==> src/hw/rtl/tcnw_pkg.sv <==
// Shared types, constants and helpers of the text console number writer.
package tcnw_pkg;

    localparam int VALUE_W      = 64;
    localparam int DIGITS_W     = 80;
    localparam int COUNT_W      = 5;
    localparam int ITER_W       = 7;
    localparam int ROW_W        = 5;
    localparam int COL_W        = 7;
    localparam int BASE_W       = 12;
    localparam int INDEX_W      = 11;
    localparam int DEC_DIGITS   = 20;

    localparam logic [COUNT_W-1:0] HEX_COUNT    = 5'd16;
    localparam logic [COUNT_W-1:0] DEC_COUNT    = 5'd20;
    localparam logic [ITER_W-1:0]  DABBLE_STEPS = 7'd64;

    localparam logic [1:0] ACT_CHAR = 2'd0;
    localparam logic [1:0] ACT_HEX  = 2'd1;
    localparam logic [1:0] ACT_DEC  = 2'd2;

    localparam logic [7:0] CHAR_NEWLINE = 8'd10;
    localparam logic [7:0] CHAR_ZERO    = 8'h30;
    localparam logic [7:0] CHAR_X       = 8'h78;
    localparam logic [7:0] CHAR_A       = 8'h41;

    typedef struct packed {
        logic advance;
        logic newline;
    } cursor_cmd_t;

    typedef struct packed {
        logic load_hex;
        logic load_dec;
        logic shift;
    } digit_cmd_t;

    typedef struct packed {
        logic               busy;
        logic [3:0]         digit;
        logic [COUNT_W-1:0] count;
    } digit_status_t;

    // Map a digit 0..15 to its upper-case ASCII code.
    function automatic logic [7:0] digit_char(input logic [3:0] d);
        logic [7:0] code;
        if (d < 4'd10)
        begin
            code = CHAR_ZERO + {4'd0, d};
        end
        else
        begin
            code = CHAR_A + {4'd0, d} - 8'd10;
        end
        return code;
    endfunction

endpackage

==> src/hw/rtl/tcnw_in_if.sv <==
// Input item channel of the text console number writer.
interface tcnw_in_if;
    logic        valid;
    logic        ready;
    logic [1:0]  action;
    logic [7:0]  character;
    logic [63:0] value;
    logic [7:0]  attribute;

    modport source (output valid, action, character, value, attribute, input ready);
    modport sink   (input valid, action, character, value, attribute, output ready);
endinterface

==> src/hw/rtl/tcnw_out_if.sv <==
// Cell write channel of the text console number writer.
interface tcnw_out_if;
    logic        valid;
    logic        ready;
    logic [10:0] cell_index;
    logic [15:0] cell_word;
    logic        last;

    modport source (output valid, cell_index, cell_word, last, input ready);
    modport sink   (input valid, cell_index, cell_word, last, output ready);
endinterface

==> src/hw/rtl/text_console_number_writer_top.sv <==
// Top level of the text console number writer: sequencer and output register.
//
// Accepts one item at a time and turns it into cell writes for a text screen of
// COLUMNS by ROWS cells, at most one write per cycle while the sink keeps ready high.
// A character item is accepted and then written; a newline only moves the
// cursor and is done in the accept cycle. A hex item is accepted, writes the
// "0x" prefix, then shifts the digit register once for each of its 16 nibbles,
// whether the nibble is a suppressed leading zero or an emitted digit, with one
// more step where the skip hands over to the first emitted digit. A decimal
// item is accepted, runs 64 steps of the shift-add-3 unit in the digit block,
// waits to see it finish, then shifts through its 20 digits, skipping leading
// zeros and emitting digits, again with the hand-over step. A finished write
// that waits in the output register for the sink stalls the sequencer while
// it has a write to make.
// The cursor keeps a running row base so the cell index needs no multiplier.
module text_console_number_writer_top #(
    parameter int COLUMNS = 80,
    parameter int ROWS    = 25
) (
    input  logic        clk,
    input  logic        rst_n,
    tcnw_in_if.sink     req,
    tcnw_out_if.source  cell_wr
);
    import tcnw_pkg::*;

    typedef enum logic [6:0] {
        S_IDLE   = 7'b0000001,
        S_CHAR   = 7'b0000010,
        S_PRE0   = 7'b0000100,
        S_PREX   = 7'b0001000,
        S_DABBLE = 7'b0010000,
        S_SKIP   = 7'b0100000,
        S_DIGIT  = 7'b1000000
    } state_t;

    state_t state_reg, state_next;

    logic [7:0] char_reg, char_next;
    logic [7:0] attr_reg, attr_next;

    // Output register: holds one finished cell write until the sink takes it.
    logic               out_valid_reg, out_valid_next;
    logic [INDEX_W-1:0] out_index_reg, out_index_next;
    logic [15:0]        out_word_reg, out_word_next;
    logic               out_last_reg, out_last_next;

    cursor_cmd_t        cursor_cmd;
    digit_cmd_t         digit_cmd;
    digit_status_t      digit_status;
    logic [INDEX_W-1:0] cursor_index;
    logic               accept;
    logic               emit_ok;
    logic               emit;
    logic [7:0]         emit_char;
    logic               emit_last;

    tcnw_cursor #(
        .COLUMNS (COLUMNS),
        .ROWS    (ROWS)
    ) u_cursor (
        .clk        (clk),
        .rst_n      (rst_n),
        .cmd        (cursor_cmd),
        .cell_index (cursor_index)
    );

    tcnw_digits u_digits (
        .clk    (clk),
        .rst_n  (rst_n),
        .cmd    (digit_cmd),
        .value  (req.value),
        .status (digit_status)
    );

    assign req.ready = (state_reg == S_IDLE);
    assign accept    = req.valid && req.ready;
    // The output register can take a new write when empty or being drained.
    assign emit_ok   = !out_valid_reg || cell_wr.ready;

    always_comb
    begin
        state_next = state_reg;
        char_next  = char_reg;
        attr_next  = attr_reg;
        cursor_cmd = '0;
        digit_cmd  = '0;
        emit       = 1'b0;
        emit_char  = char_reg;
        emit_last  = 1'b0;
        unique case (state_reg)
            S_IDLE:
            begin
                if (accept)
                begin
                    attr_next = req.attribute;
                    char_next = req.character;
                    if (req.action == ACT_CHAR)
                    begin
                        if (req.character == CHAR_NEWLINE)
                        begin
                            cursor_cmd.newline = 1'b1;
                        end
                        else
                        begin
                            state_next = S_CHAR;
                        end
                    end
                    else if (req.action == ACT_HEX)
                    begin
                        digit_cmd.load_hex = 1'b1;
                        state_next         = S_PRE0;
                    end
                    else if (req.action == ACT_DEC)
                    begin
                        digit_cmd.load_dec = 1'b1;
                        state_next         = S_DABBLE;
                    end
                end
            end
            S_CHAR:
            begin
                if (emit_ok)
                begin
                    emit       = 1'b1;
                    emit_last  = 1'b1;
                    state_next = S_IDLE;
                end
            end
            S_PRE0:
            begin
                emit_char = CHAR_ZERO;
                if (emit_ok)
                begin
                    emit       = 1'b1;
                    state_next = S_PREX;
                end
            end
            S_PREX:
            begin
                emit_char = CHAR_X;
                if (emit_ok)
                begin
                    emit       = 1'b1;
                    state_next = S_SKIP;
                end
            end
            S_DABBLE:
            begin
                // Wait for the shift-add-3 pass to finish.
                if (!digit_status.busy)
                begin
                    state_next = S_SKIP;
                end
            end
            S_SKIP:
            begin
                // Drop leading zeros, keeping at least one digit.
                if (digit_status.digit == 4'd0 && digit_status.count > 5'd1)
                begin
                    digit_cmd.shift = 1'b1;
                end
                else
                begin
                    state_next = S_DIGIT;
                end
            end
            S_DIGIT:
            begin
                emit_char = digit_char(digit_status.digit);
                emit_last = (digit_status.count == 5'd1);
                if (emit_ok)
                begin
                    emit            = 1'b1;
                    digit_cmd.shift = 1'b1;
                    if (digit_status.count == 5'd1)
                    begin
                        state_next = S_IDLE;
                    end
                end
            end
            default:
            begin
                state_next = S_IDLE;
            end
        endcase
        // Every cell write advances the cursor past the written cell.
        if (emit)
        begin
            cursor_cmd.advance = 1'b1;
        end
    end

    always_comb
    begin
        out_valid_next = out_valid_reg;
        out_index_next = out_index_reg;
        out_word_next  = out_word_reg;
        out_last_next  = out_last_reg;
        if (emit)
        begin
            out_valid_next = 1'b1;
            out_index_next = cursor_index;
            out_word_next  = {attr_reg, emit_char};
            out_last_next  = emit_last;
        end
        else if (cell_wr.ready)
        begin
            out_valid_next = 1'b0;
        end
    end

    always_ff @(posedge clk or negedge rst_n)
    begin
        if (!rst_n)
        begin
            state_reg     <= S_IDLE;
            out_valid_reg <= 1'b0;
        end
        else
        begin
            state_reg     <= state_next;
            out_valid_reg <= out_valid_next;
        end
    end

    always_ff @(posedge clk)
    begin
        char_reg      <= char_next;
        attr_reg      <= attr_next;
        out_index_reg <= out_index_next;
        out_word_reg  <= out_word_next;
        out_last_reg  <= out_last_next;
    end

    assign cell_wr.valid      = out_valid_reg;
    assign cell_wr.cell_index = out_index_reg;
    assign cell_wr.cell_word  = out_word_reg;
    assign cell_wr.last       = out_last_reg;

endmodule

==> src/hw/rtl/tcnw_cursor.sv <==
// Row and column cursor with a running row base for the cell index.
module tcnw_cursor #(
    parameter int COLUMNS = 80,
    parameter int ROWS    = 25
) (
    input  logic                           clk,
    input  logic                           rst_n,
    input  tcnw_pkg::cursor_cmd_t          cmd,
    output logic [tcnw_pkg::INDEX_W-1:0]   cell_index
);
    import tcnw_pkg::*;

    localparam logic [COL_W:0]    COL_LIMIT = (COL_W+1)'(COLUMNS);
    localparam logic [ROW_W:0]    ROW_LIMIT = (ROW_W+1)'(ROWS);
    localparam logic [BASE_W-1:0] ROW_STEP  = BASE_W'(COLUMNS);

    logic [COL_W-1:0]  col_reg, col_next;
    logic [ROW_W-1:0]  row_reg, row_next;
    logic [BASE_W-1:0] base_reg, base_next;
    logic [COL_W:0]    col_inc;
    logic [ROW_W:0]    row_inc;
    logic              wrap_row;
    logic [BASE_W:0]   index_sum;

    assign col_inc   = {1'b0, col_reg} + 1'b1;
    assign row_inc   = {1'b0, row_reg} + 1'b1;
    assign index_sum = {1'b0, base_reg} + {{(BASE_W-COL_W+1){1'b0}}, col_reg};
    assign cell_index = index_sum[INDEX_W-1:0];

    always_comb
    begin
        col_next  = col_reg;
        row_next  = row_reg;
        base_next = base_reg;
        wrap_row  = 1'b0;
        if (cmd.newline)
        begin
            col_next = '0;
            wrap_row = 1'b1;
        end
        else if (cmd.advance)
        begin
            if (col_inc >= COL_LIMIT)
            begin
                col_next = '0;
                wrap_row = 1'b1;
            end
            else
            begin
                col_next = col_inc[COL_W-1:0];
            end
        end
        if (wrap_row)
        begin
            if (row_inc >= ROW_LIMIT)
            begin
                row_next  = '0;
                base_next = '0;
            end
            else
            begin
                row_next  = row_inc[ROW_W-1:0];
                base_next = base_reg + ROW_STEP;
            end
        end
    end

    always_ff @(posedge clk or negedge rst_n)
    begin
        if (!rst_n)
        begin
            col_reg  <= '0;
            row_reg  <= '0;
            base_reg <= '0;
        end
        else
        begin
            col_reg  <= col_next;
            row_reg  <= row_next;
            base_reg <= base_next;
        end
    end

endmodule

==> src/hw/rtl/tcnw_digits.sv <==
// Digit register with a shared shift-add-3 unit for binary to decimal.
module tcnw_digits (
    input  logic                            clk,
    input  logic                            rst_n,
    input  tcnw_pkg::digit_cmd_t            cmd,
    input  logic [tcnw_pkg::VALUE_W-1:0]    value,
    output tcnw_pkg::digit_status_t         status
);
    import tcnw_pkg::*;

    logic [DIGITS_W-1:0] digits_reg, digits_next;
    logic [VALUE_W-1:0]  bin_reg, bin_next;
    logic [COUNT_W-1:0]  count_reg, count_next;
    logic [ITER_W-1:0]   iter_reg, iter_next;
    logic [DIGITS_W-1:0] adjusted;

    // Add 3 to every decimal digit of 5 or more before the next doubling.
    always_comb
    begin
        logic [3:0] nib;
        adjusted = '0;
        for (int i = 0; i < DEC_DIGITS; i++)
        begin
            nib = digits_reg[i*4 +: 4];
            adjusted[i*4 +: 4] = (nib >= 4'd5) ? nib + 4'd3 : nib;
        end
    end

    always_comb
    begin
        digits_next = digits_reg;
        bin_next    = bin_reg;
        count_next  = count_reg;
        iter_next   = iter_reg;
        priority if (cmd.load_hex)
        begin
            digits_next = {value, {(DIGITS_W-VALUE_W){1'b0}}};
            count_next  = HEX_COUNT;
            iter_next   = '0;
        end
        else if (cmd.load_dec)
        begin
            digits_next = '0;
            bin_next    = value;
            count_next  = DEC_COUNT;
            iter_next   = DABBLE_STEPS;
        end
        else if (iter_reg != '0)
        begin
            digits_next = {adjusted[DIGITS_W-2:0], bin_reg[VALUE_W-1]};
            bin_next    = {bin_reg[VALUE_W-2:0], 1'b0};
            iter_next   = iter_reg - 1'b1;
        end
        else if (cmd.shift)
        begin
            digits_next = {digits_reg[DIGITS_W-5:0], 4'd0};
            count_next  = count_reg - 1'b1;
        end
        else
        begin
            // Hold every register.
            count_next  = count_reg;
        end
    end

    always_ff @(posedge clk or negedge rst_n)
    begin
        if (!rst_n)
        begin
            count_reg <= '0;
            iter_reg  <= '0;
        end
        else
        begin
            count_reg <= count_next;
            iter_reg  <= iter_next;
        end
    end

    always_ff @(posedge clk)
    begin
        digits_reg <= digits_next;
        bin_reg    <= bin_next;
    end

    assign status.busy  = (iter_reg != '0);
    assign status.digit = digits_reg[DIGITS_W-1 -: 4];
    assign status.count = count_reg;

endmodule

==> src/flat_wrapper.sv <==
// flat-port wrapper written by rule: the top's interface ports become plain ports
module text_console_number_writer_top_flat import tcnw_pkg::*;
#(
    parameter int COLUMNS = 80,
    parameter int ROWS    = 25
)
  (clk, rst_n, req_valid, req_action, req_character, req_value, req_attribute, req_ready, cell_wr_valid, cell_wr_cell_index, cell_wr_cell_word, cell_wr_last, cell_wr_ready);
  tcnw_in_if req_i ();
  tcnw_out_if cell_wr_i ();
  input  logic clk;
  input  logic rst_n;
  input wire logic [$bits(req_i.valid)-1:0] req_valid;
  input wire logic [$bits(req_i.action)-1:0] req_action;
  input wire logic [$bits(req_i.character)-1:0] req_character;
  input wire logic [$bits(req_i.value)-1:0] req_value;
  input wire logic [$bits(req_i.attribute)-1:0] req_attribute;
  output wire logic [$bits(req_i.ready)-1:0] req_ready;
  output wire logic [$bits(cell_wr_i.valid)-1:0] cell_wr_valid;
  output wire logic [$bits(cell_wr_i.cell_index)-1:0] cell_wr_cell_index;
  output wire logic [$bits(cell_wr_i.cell_word)-1:0] cell_wr_cell_word;
  output wire logic [$bits(cell_wr_i.last)-1:0] cell_wr_last;
  input wire logic [$bits(cell_wr_i.ready)-1:0] cell_wr_ready;
  assign req_i.valid = req_valid;
  assign req_i.action = req_action;
  assign req_i.character = req_character;
  assign req_i.value = req_value;
  assign req_i.attribute = req_attribute;
  assign req_ready = req_i.ready;
  assign cell_wr_valid = cell_wr_i.valid;
  assign cell_wr_cell_index = cell_wr_i.cell_index;
  assign cell_wr_cell_word = cell_wr_i.cell_word;
  assign cell_wr_last = cell_wr_i.last;
  assign cell_wr_i.ready = cell_wr_ready;
  text_console_number_writer_top #(.COLUMNS(COLUMNS), .ROWS(ROWS)) u_core (.clk(clk), .rst_n(rst_n), .req(req_i), .cell_wr(cell_wr_i));
endmodule
==> config.mk <==
export PLATFORM = sky130hd
export DESIGN_NAME = text_console_number_writer_top_flat
export DESIGN_NICKNAME = d
export VERILOG_FILES = /design/src/hw/rtl/tcnw_pkg.sv /design/src/hw/rtl/tcnw_in_if.sv /design/src/hw/rtl/tcnw_out_if.sv /design/src/hw/rtl/text_console_number_writer_top.sv /design/src/hw/rtl/tcnw_cursor.sv /design/src/hw/rtl/tcnw_digits.sv /design/src/flat_wrapper.sv
export SDC_FILE = /design/constraint.sdc
export NUM_CORES = 1
export LEC_CHECK = 0
export BUFFER_PORTS_ARGS = -buffer_cell sky130_fd_sc_hd__buf_2
export CORE_MARGIN = 5
export CORE_UTILIZATION = 23
export DETAILED_ROUTE_END_ITERATION = 6
export HOLD_SLACK_MARGIN = 0.08
export PLACE_DENSITY = 0.47
export SYNTH_ARGS = -nofsm -noshare
export SYNTH_HDL_FRONTEND = slang
export SYNTH_HIERARCHICAL = 1
export SYNTH_SLANG_ARGS = --single-unit
==> constraint.sdc <==
create_clock -name clk -period 6.8 [get_ports clk]
set_clock_uncertainty 0.15 [all_clocks]
set_input_delay 0.34 -clock clk [delete_from_list [all_inputs] [get_ports clk]]
set_output_delay 0.34 -clock clk [all_outputs]
set_load 0.02 [all_outputs]
==> impl_metrics.json, run 1 <==
{
  "dpl_worst_slack_ns": 2.43,
  "grt_antenna_before_repair": 1,
  "grt_start_max_net_pins": 71,
  "diodes": 0,
  "setup_viol": 0,
  "yosys_most_used_dff": "edfxtp_1",
  "area_growth_pct": 23.4,
  "fp.dieW_um": 244,
  "top_usage_layer": "met2",
  "initial_core_util_pct": 23.3,
  "worstHoldPathType": "in -> reg",
  "cts_tree": "done",
  "final_net_count": 1427,
  "coreArea_um2": 54000,
  "rsz0062_at_grt": "false",
  "clock_sinks": 227,
  "place.gp.congestion": 0.771,
  "crit_fanout": 70,
  "crit_type": "reg -> reg",
  "htree_levels": 1,
  "grt_overflow": 0,
  "wl_um": 33300,
  "nFillCells": 5621,
  "io_buffers": 115,
  "r2r_slack_ns": 2.54,
  "post_drt_wl_per_cell_um": 16.6,
  "ys_ff_latch": 227,
  "fp.dieH_um": 244,
  "rows": 85,
  "drc": 0,
  "layout-drive-gt1-share_pct": 22.0,
  "r2r_end": "u_core/u_digits/digits_reg[27]$_DFFE_PP_",
  "power_density_nw_per_um2": 228,
  "io_pins": 116,
  "place_area_um2": 13800,
  "synth.largest_area_cell": "edfxtp_1",
  "numCtsBuffers": 27,
  "startpoint_type": "flip-flop",
  "die_area_um2": 59400,
  "finalCritPeriodShare_pct": 62.7,
  "root_buffer": "clkbuf_16",
  "synth_cells": 1115,
  "holdPathEnd": "u_core/state_reg[2]$_DFFE_PN0P_",
  "drv_slew": 0,
  "synth_top_area_share_pct": 41.1,
  "setup_tns_ns": 0,
  "hold_violations": 0,
  "max_freq_mhz": 235,
  "critPathLaunch": "u_core/state_reg[2]$_DFFE_PN0P_",
  "fin_crit_ns": 4.26,
  "grt_pass1_wl_um": 52500,
  "first_pass_iters": 5,
  "dp_hpwl_um": 21300,
  "clk_pin_slew_worst_paths_ns": 0.06,
  "syn_avg_cell_area_um2": 11.3,
  "arrival_ns": 4.29,
  "reg2reg_from": "u_core/state_reg[2]$_DFFE_PN0P_",
  "clock_path_buffers": 3,
  "synthArstFlopShare_pct": 17.2,
  "p_leak_nw": 5.97,
  "largest_reg_flops": 80,
  "end_kind": "flip-flop",
  "grt_usage_pct": 10.7,
  "place_inst": 1871,
  "drtAntennaViolNets": 0,
  "synth_cell_types": 76,
  "use_met2_pct": 17.1,
  "final_area_um2": 15500,
  "seq_area_frac_synth_pct": 51.4,
  "min_path_cells": 4,
  "post_cts_buffers": 0,
  "final_cells": 2003,
  "grtUsageMet3_pct": 1.71,
  "drt_iter0_drc": 618,
  "syn_nets": 1256,
  "dr_total_vias": 9343,
  "status": "finished, final reports clean",
  "use_met1_pct": 15.5,
  "ir_drop_uv": 163,
  "min-delay-start": "req_action[0]",
  "synth_edf_count": 172,
  "yosys_warnings": 6,
  "rr_worst_depth": 8,
  "layout_common_cells": "edfxtp_1, o21ai_0, buf_2",
  "clk_latency_ns": 0.55,
  "final_common_cell": "edfxtp_1",
  "final_util_pct": 28.7,
  "first_global_vias": 9211,
  "finalWorstSetupSlack_ns": 2.54,
  "crit_required_ns": 6.83,
  "worst_pin_slew_ns": 0.992,
  "via_per_inst": 4.66,
  "synth_area_um2": 12600,
  "relSlewSlack_pct": 33.9,
  "maxCapViolCount": 0,
  "synthTopCellsByArea": "edfxtp_1, mux2_2, dfrtp_1"
}
## cell families (layout without fill, tap and decap cells)
family	Yosys count	in the layout	share of synthesized area [%]
fa+ha+maj	55	55	5.48
xor+xnor	38	38	2.65
buf+inv	132	324	4.41
other cells	1	1	0.0298
simple gates	244	244	10.7
mux	93	93	8.30
flops	227	227	51.4
compound gates	325	325	17.0
## synth_stat cells (all sizes together), types with 19 or more instances
cell type / number
edfxtp: 172
o21ai: 151
mux2: 87
nand2: 78
inv: 64
ha: 55
a21oi: 53
clkbuf: 49
nor3b: 40
dfrtp: 38
xnor2: 33
a32oi: 32
nor2: 32
a211oi: 27
nand2b: 25
buf: 19
## routing by layer
metal,wire length [um],vias to the layer above,share of wire [%]
met5,0,-,0
met4,590,0,1.8
met3,1520,40,4.6
met2,14800,217,44
met1,16400,4544,49
li1,-,4542,-
## power breakdown
part           switching, mW  total (mW)  internal, mW
registers             0.0911        1.66          1.56
clock network          0.614        1.42         0.807
logic                  0.245       0.460         0.215
total                  0.950        3.54          2.59
## critical path, stage by stage (launching register included)
cell     delay [ns]
dfrtp_1        0.49
or3_1          0.41
nor4_1         0.28
buf_4          0.20
and3_4         0.79
nor2_4         0.23
buf_4          0.37
nand2_2        0.19
buf_4          0.70
## what timing repair did
item,in CTS,in global routing
hold endpoints to repair,183,0
hold buffers,82,0
gates resized for setup,0,0
## worst max-delay path by stage
stage / endpoint / slack, ns / cells past startpoint
final: u_core/u_digits/digits_reg[27]$_DFFE_PP_ / 2.54 / 8
after global routing: u_core/u_digits/digits_reg[27]$_DFFE_PP_ / 2.17 / 8
after CTS: u_core/u_digits/digits_reg[27]$_DFFE_PP_ / 2.41 / 8
after detailed placement: u_core/u_digits/digits_reg[39]$_DFFE_PP_ / 2.43 / 8
after global placement: u_core/u_digits/digits_reg[39]$_DFFE_PP_ / 2.38 / 8
after floorplan: u_core/u_digits/bin_reg[0]$_SDFFCE_PN0P_ / 0.29 / 9
## final cells by class
cell class	count	area [um^2]	area share [%]
clock buffers	30	687	4.43
clock inverters	20	165	1.07
inverters	64	240	1.55
multi-input cells	756	5590	36.0
flip-flops and latches	227	6460	41.7
well taps	696	871	5.62
repair buffers	210	1490	9.64
## metrics by stage
stage                     power (mW)  hold WS (ns)
final                           3.54         0.145
after global routing            3.72         0.147
after CTS                       3.61         0.116
after detailed placement        2.11         0.256
after global placement          2.11         0.251
after floorplan                 2.00        -0.106
Power figures use the tool's default switching activity.
==> inputs of run 2 (changes only) <==
clock period = 4.4 ns   (was 6.8 ns; I/O delays follow)
==> impl_metrics.json, run 2 (synthesized netlist as in run 1, its figures left out) <==
{
  "status": "finished, final reports clean",
  "ir_drop_uv": 257,
  "drtAntennaViolNets": 0,
  "drv_slew": 0,
  "layout_common_cells": "edfxtp_1, o21ai_0, buf_2",
  "grt_pass1_wl_um": 53000,
  "min_path_cells": 5,
  "rsz0062_at_grt": "false",
  "min-delay-start": "req_action[1]",
  "post_cts_buffers": 0,
  "top_usage_layer": "met2",
  "crit_type": "reg -> reg",
  "worstHoldPathType": "in -> reg",
  "place.gp.congestion": 0.768,
  "grtUsageMet3_pct": 2.05,
  "power_frac_comb_pct": 12.7,
  "grt_start_max_net_pins": 65,
  "fin_crit_ns": 3.29,
  "clk_pin_slew_worst_paths_ns": 0.06,
  "cts_tree": "done",
  "rows": 85,
  "dr_total_vias": 9355,
  "startpoint_type": "flip-flop",
  "final_net_count": 1433,
  "finalCritPeriodShare_pct": 74.8,
  "clock_sinks": 227,
  "post_cts_resized": 0,
  "fp.dieW_um": 244,
  "worst_pin_slew_ns": 0.983,
  "p_leak_nw": 6.04,
  "grt_antenna_before_repair": 2,
  "max_freq_mhz": 304,
  "drc": 0,
  "io_buffers": 115,
  "grt_usage_pct": 10.8,
  "io_pins": 116,
  "p_seq_share_pct": 45.2,
  "area_growth_pct": 24.6,
  "die_area_um2": 59400,
  "use_met1_pct": 15.4,
  "reg2reg_from": "u_core/state_reg[2]$_DFFE_PN0P_",
  "coreArea_um2": 54000,
  "crit_required_ns": 4.43,
  "htree_levels": 1,
  "grt_overflow": 0,
  "r2r_end": "u_core/u_digits/digits_reg[49]$_DFFE_PP_",
  "numCtsBuffers": 27,
  "rr_worst_depth": 7,
  "first_global_vias": 9266,
  "post_drt_wl_per_cell_um": 16.6,
  "relSlewSlack_pct": 34.5,
  "power_density_nw_per_um2": 362,
  "end_kind": "flip-flop",
  "first_pass_iters": 5,
  "arrival_ns": 3.33,
  "maxCapViolCount": 0,
  "setup_tns_ns": 0,
  "largest_reg_flops": 80,
  "holdPathEnd": "u_core/state_reg[1]$_DFFE_PN0P_",
  "p_sw_mw": 1.47,
  "setup_viol": 0,
  "via_per_inst": 4.65,
  "clock_path_buffers": 3,
  "drt_iter0_drc": 593,
  "power.internal_mw": 4.19,
  "r2r_slack_ns": 1.11,
  "use_met2_pct": 17.3,
  "fp.dieH_um": 244,
  "wl_um": 33500,
  "total_power_mw": 5.66,
  "crit_fanout": 46,
  "hold_violations": 0,
  "swShare_pct": 26.0,
  "final_common_cell": "edfxtp_1",
  "dp_hpwl_um": 22400,
  "layout-drive-gt1-share_pct": 22.6,
  "clock_power_share_pct": 42.1,
  "initial_core_util_pct": 23.3,
  "root_buffer": "clkbuf_16",
  "clk_latency_ns": 0.55
}
[run 2: how the worst max path moves through the flow]
stage / start / endpoint / slack [ns] / cells past startpoint
floorplan: u_core/state_reg[2]$_DFFE_PN0P_ / u_core/u_digits/bin_reg[0]$_SDFFCE_PN0P_ / 0.02 / 9
global placement: u_core/state_reg[2]$_DFFE_PN0P_ / u_core/u_digits/digits_reg[36]$_DFFE_PP_ / 1.12 / 7
detailed placement: u_core/state_reg[2]$_DFFE_PN0P_ / u_core/u_digits/digits_reg[40]$_DFFE_PP_ / 1.09 / 7
CTS: u_core/state_reg[2]$_DFFE_PN0P_ / u_core/u_digits/digits_reg[61]$_DFFE_PP_ / 1.11 / 7
global route: u_core/state_reg[2]$_DFFE_PN0P_ / u_core/u_digits/digits_reg[61]$_DFFE_PP_ / 0.86 / 7
finish: u_core/state_reg[2]$_DFFE_PN0P_ / u_core/u_digits/digits_reg[49]$_DFFE_PP_ / 1.11 / 7
[run 2: layer usage]
layer / vias up / part of all wire [%]
met5: - / 0
met4: 0 / 2.0
met3: 47 / 4.2
met2: 177 / 45
met1: 4579 / 49
li1: 4552 / -
[run 2: repair_timing]
| action | in CTS | in global routing |
|---|---|---|
| hold buffers | 83 | 0 |
| endpoints found under the setup margin | 0 | 0 |
| hold endpoints to repair | 186 | 0 |
[run 2: per-stage QoR]
step / cells / utilization, % / hold WS, ns / cell area [um^2] / setup slack, ns
after detailed placement: 1876 / 25.7 / 0.255 / 13900 / 1.09
final: 2010 / 29.0 / 0.101 / 15700 / 1.11
after global placement: 1876 / 25.7 / 0.251 / 13900 / 1.12
after global routing: 2009 / 29.0 / 0.129 / 15700 / 0.855
after floorplan: 1115 / - / -0.226 / 12600 / 0.0178
after CTS: 2009 / 29.0 / 0.0899 / 15700 / 1.11
[run 2: final cells by class]
cell class,count,area [um^2]
Antenna cell,1,2.50
Clock buffer,31,701
Clock inverter,19,233
Fill cell,5616,38400
Inverter,64,240
Multi-Input combinational cell,756,5590
Sequential cell,227,6460
Tap cell,696,871
Timing Repair Buffer,216,1550
[run 2: power by group through the flow]
stage | clock network (mW) | registers, mW | logic, mW
2_1_floorplan | 0 | 2.59 | 0.495
3_5_place_dp | 0 | 2.60 | 0.671
5_1_grt | 2.56 | 2.58 | 0.800
3_3_place_gp | 0 | 2.60 | 0.656
6_report | 2.38 | 2.56 | 0.720
4_1_cts | 2.47 | 2.56 | 0.735
[run 2: critical path: stages, from the launching register on]
cell,delay (ns)
dfrtp_1,0.48
or3_1,0.41
nor4_2,0.21
buf_4,0.19
and3_2,0.54
nor2_4,0.24
nand2_2,0.12
buf_4,0.53
==> inputs of run 3 (changes only) <==
PLACE_DENSITY = 0.48   (was 0.47)
clock period = 2.7 ns   (was 4.4 ns; I/O delays follow)
==> impl_metrics.json, run 3 (synthesized netlist as in run 1, its figures left out) <==
{
  "status": "finished, final reports clean",
  "drt_iter0_drc": 639,
  "ir_drop_uv": 399,
  "initial_core_util_pct": 23.3,
  "max_freq_mhz": 375,
  "startpoint_type": "flip-flop",
  "critPathLaunch": "u_core/state_reg[6]$_DFFE_PN0P_",
  "place_inst": 1904,
  "swShare_pct": 26.0,
  "crit_type": "reg -> reg",
  "critical-path-slowest-cell": "or4_4",
  "area_growth_pct": 28.7,
  "maxCapViolCount": 0,
  "clock_power_share_pct": 41.6,
  "crit_chain": "or4_4, or4_4, and3_4, nor2_4, nand2b_1, or4_1, a31oi_1",
  "p_sw_mw": 2.39,
  "largest_reg_flops": 80,
  "grt_usage_pct": 11.0,
  "rows": 85,
  "min-delay-start": "req_attribute[5]",
  "drc": 0,
  "fin_crit_ns": 2.67,
  "setup_tns_ns": 0,
  "dp_hpwl_um": 22700,
  "drv_slew": 0,
  "first_pass_iters": 5,
  "wl_um": 34500,
  "total_power_mw": 9.20,
  "worst_pin_slew_ns": 0.996,
  "end_kind": "flip-flop",
  "via_per_inst": 4.68,
  "grt_overflow": 0,
  "die_area_um2": 59400,
  "cts_tree": "done",
  "root_buffer": "clkbuf_16",
  "clock_path_buffers": 3,
  "relSlewSlack_pct": 33.6,
  "grt_start_max_net_pins": 54,
  "final_common_cell": "edfxtp_1",
  "arrival_ns": 2.98,
  "diodes": 0,
  "power.internal_mw": 6.81,
  "clock_sinks": 227,
  "io_buffers": 115,
  "power_density_nw_per_um2": 569,
  "p_leak_nw": 6.27,
  "crit_family": "simple AND/OR/NAND/NOR gates",
  "place_area_um2": 14300,
  "finalWorstSetupSlack_ns": 0.0302,
  "fp.dieH_um": 244,
  "p_seq_share_pct": 45.4,
  "final_cells": 2044,
  "slowest_delay_ns": 0.54,
  "power_frac_comb_pct": 13.1,
  "final_area_um2": 16200,
  "layout_common_cells": "edfxtp_1, o21ai_0, buf_2",
  "critPathMostFrequentCell": "or4_4",
  "io_pins": 116,
  "final_net_count": 1469,
  "post_drt_wl_per_cell_um": 16.9,
  "clk_latency_ns": 0.54,
  "worstHoldPathType": "in -> reg",
  "finalCritPeriodShare_pct": 98.9,
  "coreArea_um2": 54000,
  "htree_levels": 1,
  "dr_total_vias": 9565,
  "first_global_vias": 9425,
  "rsz0062_at_grt": "true",
  "grt_antenna_before_repair": 0,
  "reg2reg_from": "u_core/state_reg[6]$_DFFE_PN0P_",
  "place.gp.congestion": 0.788,
  "setup_viol": 0,
  "crit_required_ns": 3.01,
  "grt_pass1_wl_um": 54000,
  "dpl_worst_slack_ns": -0.184,
  "numCtsBuffers": 26,
  "hold_violations": 0,
  "layout-drive-gt1-share_pct": 25.1,
  "clk_pin_slew_worst_paths_ns": 0.06,
  "drtAntennaViolNets": 0,
  "cp_num_buf_inv": 0,
  "crit_fanout": 8,
  "fp.dieW_um": 244
}
## run 3: timing repair
item | in CTS | in global routing
cloned | 0 | 3
pin swaps | 0 | 6
hold buffers | 86 | 0
setup endpoints to repair | 49 | 128
hold endpoints to repair | 204 | 0
buffers inserted | 0 | 3
gates resized for setup | 3 | 12
## run 3: power by group through the flow
stage | logic, mW | registers, mW | clock network, mW
finish | 1.20 | 4.17 | 3.82
CTS | 1.21 | 4.17 | 3.96
global route | 1.35 | 4.21 | 4.10
floorplan | 0.827 | 4.22 | 0
detailed placement | 1.11 | 4.25 | 0
global placement | 1.10 | 4.24 | 0
## run 3: final cells by class
type                            count  area, um^2
Clock inverter                     17         223
Fill cell                        5495       37900
Multi-Input combinational cell    757        5690
Inverter                           64         243
Sequential cell                   227        6460
Timing Repair Buffer              252        1990
Clock buffer                       31         691
Tap cell                          696         871
## run 3: through the flow
stage / util [%] / hold slack, ns
2_1_floorplan: - / -0.311
3_3_place_gp: 26.4 / 0.174
3_5_place_dp: 26.4 / 0.165
4_1_cts: 29.7 / 0.129
5_1_grt: 29.9 / 0.152
6_report: 29.9 / 0.170
## run 3: worst register-to-register path: stages (launching register included)
cell,delay (ns)
dfrtp_1,0.38
or4_4,0.54
or4_4,0.44
and3_4,0.20
nor2_4,0.22
nand2b_1,0.11
or4_1,0.41
a31oi_1,0.14
## run 3: layer usage
metal / track usage, % / wire, um
met5: 0 / 0
met4: 2.19 / 610
met3: 1.86 / 1800
met2: 17.7 / 15600
met1: 15.7 / 16500
## run 3: worst paths after layout
check / end / slack (ns) / depth (start not counted)
max in group asynchronous: u_core/u_cursor/col_reg[4]$_DFFE_PN0P_ / 1.58 / 2
setup / recovery: u_core/u_cursor/col_reg[5]$_DFFE_PN0P_ / 0.03 / 7
setup reg to reg: u_core/u_cursor/col_reg[5]$_DFFE_PN0P_ / 0.03 / 7
min in group asynchronous: u_core/u_digits/count_reg[0]$_DFFE_PN0P_ / 0.21 / 2
hold reg to reg: u_core/cell_wr.cell_word[9]$_DFFE_PP_ / 0.27 / 0
hold / removal: u_core/attr_reg[5]$_DFFE_PP_ / 0.17 / 2
